**src/sv/ppc_pkg.sv**
```systemverilog
// ----------------------------------------------------------------------------
// ppc_pkg
// Shared widths, register indexes and the divider word type for the
// photometric pixel correction block.
// ----------------------------------------------------------------------------
package ppc_pkg;

    localparam int PIXEL_BITS_DEF = 16;
    localparam int RAW_BITS       = 16;
    localparam int GAIN_BITS      = 16;
    localparam int BASE_BITS      = 24;
    localparam int OUT_BITS       = 32;
    localparam int FRAC_SHIFT     = 15;
    localparam int DIV_STEPS      = OUT_BITS;
    // Bits of the base that land above the 32-bit quotient after the shift.
    localparam int OVF_LSB        = OUT_BITS - FRAC_SHIFT;

    localparam int S_TDATA_BITS   = 56;
    localparam int CFG_INDEX_BITS = 8;
    localparam int CFG_DATA_BITS  = 1;

    localparam logic [CFG_INDEX_BITS-1:0] REG_RESPONSE_ENABLED   = 8'd0;
    localparam logic [CFG_INDEX_BITS-1:0] REG_VIGNETTING_ENABLED = 8'd1;

    localparam logic CMD_PIXEL = 1'b0;
    localparam logic CMD_WRITE = 1'b1;

    typedef struct packed {
        logic                 bypass;
        logic                 sat;
        logic [BASE_BITS-1:0] base;
    } ppc_tag_t;

    typedef struct packed {
        logic [GAIN_BITS-1:0] gain;
        logic [GAIN_BITS-1:0] rem;
        logic [OUT_BITS-1:0]  quo;
        ppc_tag_t             tag;
    } ppc_div_word_t;

endpackage

```
**src/sv/ppc_div_pipe.sv**
```systemverilog
// ----------------------------------------------------------------------------
// ppc_div_pipe
// Restoring divider, one quotient bit per pipeline stage. Each stage holds
// when it is full and the stage after it cannot take its word, so bubbles
// are squeezed out while the output stalls.
// ----------------------------------------------------------------------------
module ppc_div_pipe
    import ppc_pkg::*;
(
    input  logic          aclk,
    input  logic          aresetn,
    input  logic          in_valid,
    output logic          in_ready,
    input  ppc_div_word_t in_word,
    output logic          out_valid,
    input  logic          out_ready,
    output ppc_div_word_t out_word
);

    function automatic ppc_div_word_t div_step(input ppc_div_word_t w);
        ppc_div_word_t r;
        logic [GAIN_BITS:0] trial;
        r     = w;
        trial = {w.rem, w.quo[OUT_BITS-1]};
        if (trial >= {1'b0, w.gain}) begin
            r.rem = GAIN_BITS'(trial - {1'b0, w.gain});
            r.quo = {w.quo[OUT_BITS-2:0], 1'b1};
        end else begin
            r.rem = trial[GAIN_BITS-1:0];
            r.quo = {w.quo[OUT_BITS-2:0], 1'b0};
        end
        return r;
    endfunction

    logic          valid_reg [DIV_STEPS];
    ppc_div_word_t word_reg  [DIV_STEPS];
    logic          en        [DIV_STEPS];

    for (genvar i = 0; i < DIV_STEPS; i++) begin : g_stage
        logic          prev_valid;
        ppc_div_word_t prev_word;

        if (i == 0) begin : g_first
            assign prev_valid = in_valid;
            assign prev_word  = in_word;
        end else begin : g_next
            assign prev_valid = valid_reg[i-1];
            assign prev_word  = word_reg[i-1];
        end

        if (i == DIV_STEPS - 1) begin : g_last_en
            assign en[i] = !valid_reg[i] || out_ready;
        end else begin : g_mid_en
            assign en[i] = !valid_reg[i] || en[i+1];
        end

        always_ff @(posedge aclk) begin
            if (!aresetn) begin
                valid_reg[i] <= 1'b0;
            end else if (en[i]) begin
                valid_reg[i] <= prev_valid;
            end
        end

        always_ff @(posedge aclk) begin
            if (en[i]) begin
                word_reg[i] <= div_step(prev_word);
            end
        end
    end

    assign in_ready  = en[0];
    assign out_valid = valid_reg[DIV_STEPS-1];
    assign out_word  = word_reg[DIV_STEPS-1];

endmodule

```
**config.mk**
```make
export PLATFORM = sky130hd
export DESIGN_NAME = ppc_div_pipe
export DESIGN_NICKNAME = d
export VERILOG_FILES = /design/src/sv/ppc_pkg.sv /design/src/sv/ppc_div_pipe.sv
export SDC_FILE = /design/constraint.sdc
export NUM_CORES = 2
export LEC_CHECK = 0
export ABC_CLOCK_PERIOD_IN_PS = 20500
export BUFFER_PORTS_ARGS = -buffer_cell sky130_fd_sc_hd__buf_2
export CAP_MARGIN = 20
export CORE_MARGIN = 1
export CORE_UTILIZATION = 61
export DETAILED_ROUTE_END_ITERATION = 10
export PLACE_DENSITY_LB_ADDON = 0.2
export SYNTH_ARGS = -nofsm -noshare
export SYNTH_HDL_FRONTEND = slang
export SYNTH_SLANG_ARGS = --single-unit
```
**constraint.sdc**
```tcl
create_clock -name aclk -period 20.5 [get_ports aclk]
set_clock_uncertainty 0.1 [all_clocks]
set_input_delay 2.05 -clock aclk [delete_from_list [all_inputs] [get_ports aclk]]
set_output_delay 2.05 -clock aclk [all_outputs]
set_load 0.01 [all_outputs]
```
==> impl_metrics.yaml <==
global_routing:
  global_route.overflow_total: 0
  grt_max_degree: 92
  number_of_global_route_vias_before_repair: 61800
  grt_pass1_wl_um: 339000
  initial_antenna_violation_count: 7
  globalRouteTotalUtil: 0.221
critical_path:
  crit_path_max_incr_delay_ps: 690
  crit_type: "in -> out"
  setup.worst_path.end_class: "output pin"
  critical_path_buf_inv_count: 5
  critical_path.cell_chain: "buf_2, nor2b_4, and3_2, clkinv_2, nor4_4, and3_1, clkinv_2, nor4_4, buf_4, nand2_4, buf_2"
  critical-path-top-delay-family: "simple AND/OR/NAND/NOR gates"
  worst_path_required_ps: 18350
  worst_ep_arrival_time_ps: 6460
  crit_path_max_fanout: 37
  critical-path-slowest-cell: "sky130_fd_sc_hd__nor4_4"
  crit_path_start_kind: "input port"
logic_synthesis:
  postSynth.topFlopCell: "sky130_fd_sc_hd__edfxtp_1"
  synthesis.area_um2: 120000
  yosys.area_share.xor_xnor: 0.0243
  synth_mux_area_frac: 0.0374
  synthSimpleGateAreaFrac: 0.0585
  synth-compound-area-share: 0.0674
  post_synth.cell_area_avg_um2: 15.8
  synth.lib_cells_used.distinct: 83
  yosys.area_share.adder: 0.0587
  synth_top_family_by_area: "compound AO/OA/AOI/OAI gates"
  cell_count_after_synthesis: 7621
  synth.yosys.seq_area_share: 0.728
  ys_seq_elements: 2912
  post_synth_net_total: 8259
  postSynth.asyncResetShare: 0
  synth_enable_flop_cells: 2911
  synth-warning-count: 0
power_and_ir_drop:
  report.power.total_mw: 19.7
  powerDensity_nw_per_um2: 147
  static-leakage-power_nw: 51.8
  vdd_ir_drop_max_uv: 90.0
sta:
  maxSlewHeadroom: 0.278
  timing_hold_violations_final: 0
  finalWorstPathRequiredPeriod_ps: 8610
  rsz0062_at_grt: "false"
  achievable-frequency_ghz: 0.116
  worstMarginPinSlew_ps: 1080
  setup_tns_ps: 0
  final_number_of_max_transition_violations: 0
  setup_viol: 0
  share_of_the_cycle_needed_by_the_critical_path_after_routing: 0.420
floorplan:
  initial_util: 0.615
  core.rowCount: 162
  top_level_ports: 186
  die_height_um: 446
  dieWidth_um: 446
  design.die.area_um2: 199000
  core_region_area_um2: 195000
cts:
  clk_path_buf_depth: 4
  cts_root_buf: "sky130_fd_sc_hd__clkbuf_16"
  cts_tree: "done"
  cts_post_setup_buffers_inserted: 0
  cts-hold-fix-buffers: 0
  cts-htree-levels: 5
  worst_skew_pair.late_latency_ps: 930
  path_clk_slew_ps: 60
  tritoncts.num_buffers: 300
  cts.repair.resized: 0
  cts_sinks: 2912
route:
  drcViolationCount: 0
  route.detailed.vias_per_inst: 5.69
  vias: 61900
  wl_per_cell_um: 20.1
  detail_route.first_pass.iterations: 8
  totalWireLength_um: 219000
  antenna_violating_nets_post_route: 0
  drt_iter0_markers: 4534
cells_and_area:
  largest_reg_flops: 2880
  post-route-util: 0.684
  share_of_final_layout_standard_cells_stronger_than_drive_strength_1: 0.126
  finalNetCount: 8691
  post_layout_nonfiller_instances: 10900
  area.growth.synth_to_final_pct: 11.2
placed_design:
  dpl.hpwl_um: 154000
  gpl.final_weighted_congestion: 0.898
  io_buffer_count: 185
  dp.cells: 10400
run:
  max_cap_viol_count: 0
worst_hold_path:
  worst_hold_path_class: "reg -> reg"
status:
  run_status: "finished, final reports clean"
worst paths after layout:
kind,depth (start not counted),from,slack [ps],endpoint
setup / recovery,11,out_ready,11890,in_ready
hold / removal,0,word_reg[1][1304],260,word_reg[1][1395]
setup reg to reg,11,valid_reg[1][15],14420,word_reg[0][222]
hold reg to reg,0,word_reg[1][1304],260,word_reg[1][1395]
layer usage:
metal  vias up  global-route usage  routed length (um)
li1      29700                   -                   -
met1     30000               0.277               89500
met2      1717               0.387              111000
met3       464              0.0364               10700
met4         0              0.0797                7620
met5         -                   0                   0
metrics by stage:
stage                     setup slack (ps)  area (um2)  hold slack, ps
final                                11890      134000             262
after global routing                 11570      134000             272
after CTS                            11780      133000             265
after detailed placement             11840      124000             305
after global placement               11980      124000             300
after floorplan                      11140      120000             300
placed cells by master, fill, tap and decap left out, types with 116 or more instances in the layout:
| cell | Yosys | final |
|---|---|---|
| sky130_fd_sc_hd__o21ai_0 | 216 | 216 |
| sky130_fd_sc_hd__inv_1 | 686 | 679 |
| sky130_fd_sc_hd__clkbuf_16 | 0 | 308 |
| sky130_fd_sc_hd__ha_1 | 512 | 512 |
| sky130_fd_sc_hd__edfxtp_1 | 2911 | 2911 |
| sky130_fd_sc_hd__xnor2_1 | 229 | 229 |
| sky130_fd_sc_hd__buf_2 | 31 | 185 |
| sky130_fd_sc_hd__mux2_2 | 308 | 308 |
| sky130_fd_sc_hd__o21a_1 | 125 | 125 |
| sky130_fd_sc_hd__a21oi_1 | 400 | 399 |
| sky130_fd_sc_hd__nand2_1 | 271 | 255 |
| sky130_fd_sc_hd__nor2_1 | 410 | 409 |
| sky130_fd_sc_hd__nand2b_1 | 116 | 116 |
logic make-up after synthesis:
kind of cell    count (synthesis)
simple gates                 1394
mux                           403
fa+ha+maj                     544
xor+xnor                      333
buf+inv                       795
compound gates               1240
flops                        2912
report_power, final:
part	leakage, nW	switching, mW	internal (mW)	total [mW]
logic	17.1	3.11	2.69	5.80
registers	30.3	0.619	8.18	8.80
clock network	4.42	2.10	2.96	5.06
total	51.8	5.83	13.8	19.7
cell type report:
class / instances / area, um2
Clock buffer: 366 / 7930
Antenna cell: 2 / 5.00
Clock inverter: 143 / 1180
Timing Repair Buffer: 237 / 1340
Multi-Input combinational cell: 3914 / 29800
Tap cell: 2624 / 3280
Fill cell: 12700 / 61700
Sequential cell: 2912 / 87400
Inverter: 688 / 2590
Yosys cell counts, types with 54 or more instances:
cell type	count	share of area
sky130_fd_sc_hd__edfxtp_1	2911	0.73
sky130_fd_sc_hd__inv_1	686	0.021
sky130_fd_sc_hd__ha_1	512	0.053
sky130_fd_sc_hd__nor2_1	410	0.013
sky130_fd_sc_hd__a21oi_1	400	0.017
sky130_fd_sc_hd__mux2_2	308	0.029
sky130_fd_sc_hd__nand2_1	271	0.0085
sky130_fd_sc_hd__xnor2_1	229	0.017
sky130_fd_sc_hd__o21ai_0	216	0.0090
sky130_fd_sc_hd__o21a_1	125	0.0078
sky130_fd_sc_hd__nand2b_1	116	0.0060
sky130_fd_sc_hd__a21o_1	106	0.0066
sky130_fd_sc_hd__xor2_1	104	0.0076
sky130_fd_sc_hd__nand4_1	103	0.0054
sky130_fd_sc_hd__nor3_1	85	0.0035
sky130_fd_sc_hd__nand3_1	83	0.0035
sky130_fd_sc_hd__and3_1	70	0.0036
sky130_fd_sc_hd__nor2b_1	63	0.0033
sky130_fd_sc_hd__mux2i_1	60	0.0050
sky130_fd_sc_hd__a211oi_1	56	0.0035
sky130_fd_sc_hd__clkbuf_1	54	0.0017
Power figures use the tool's default switching activity.
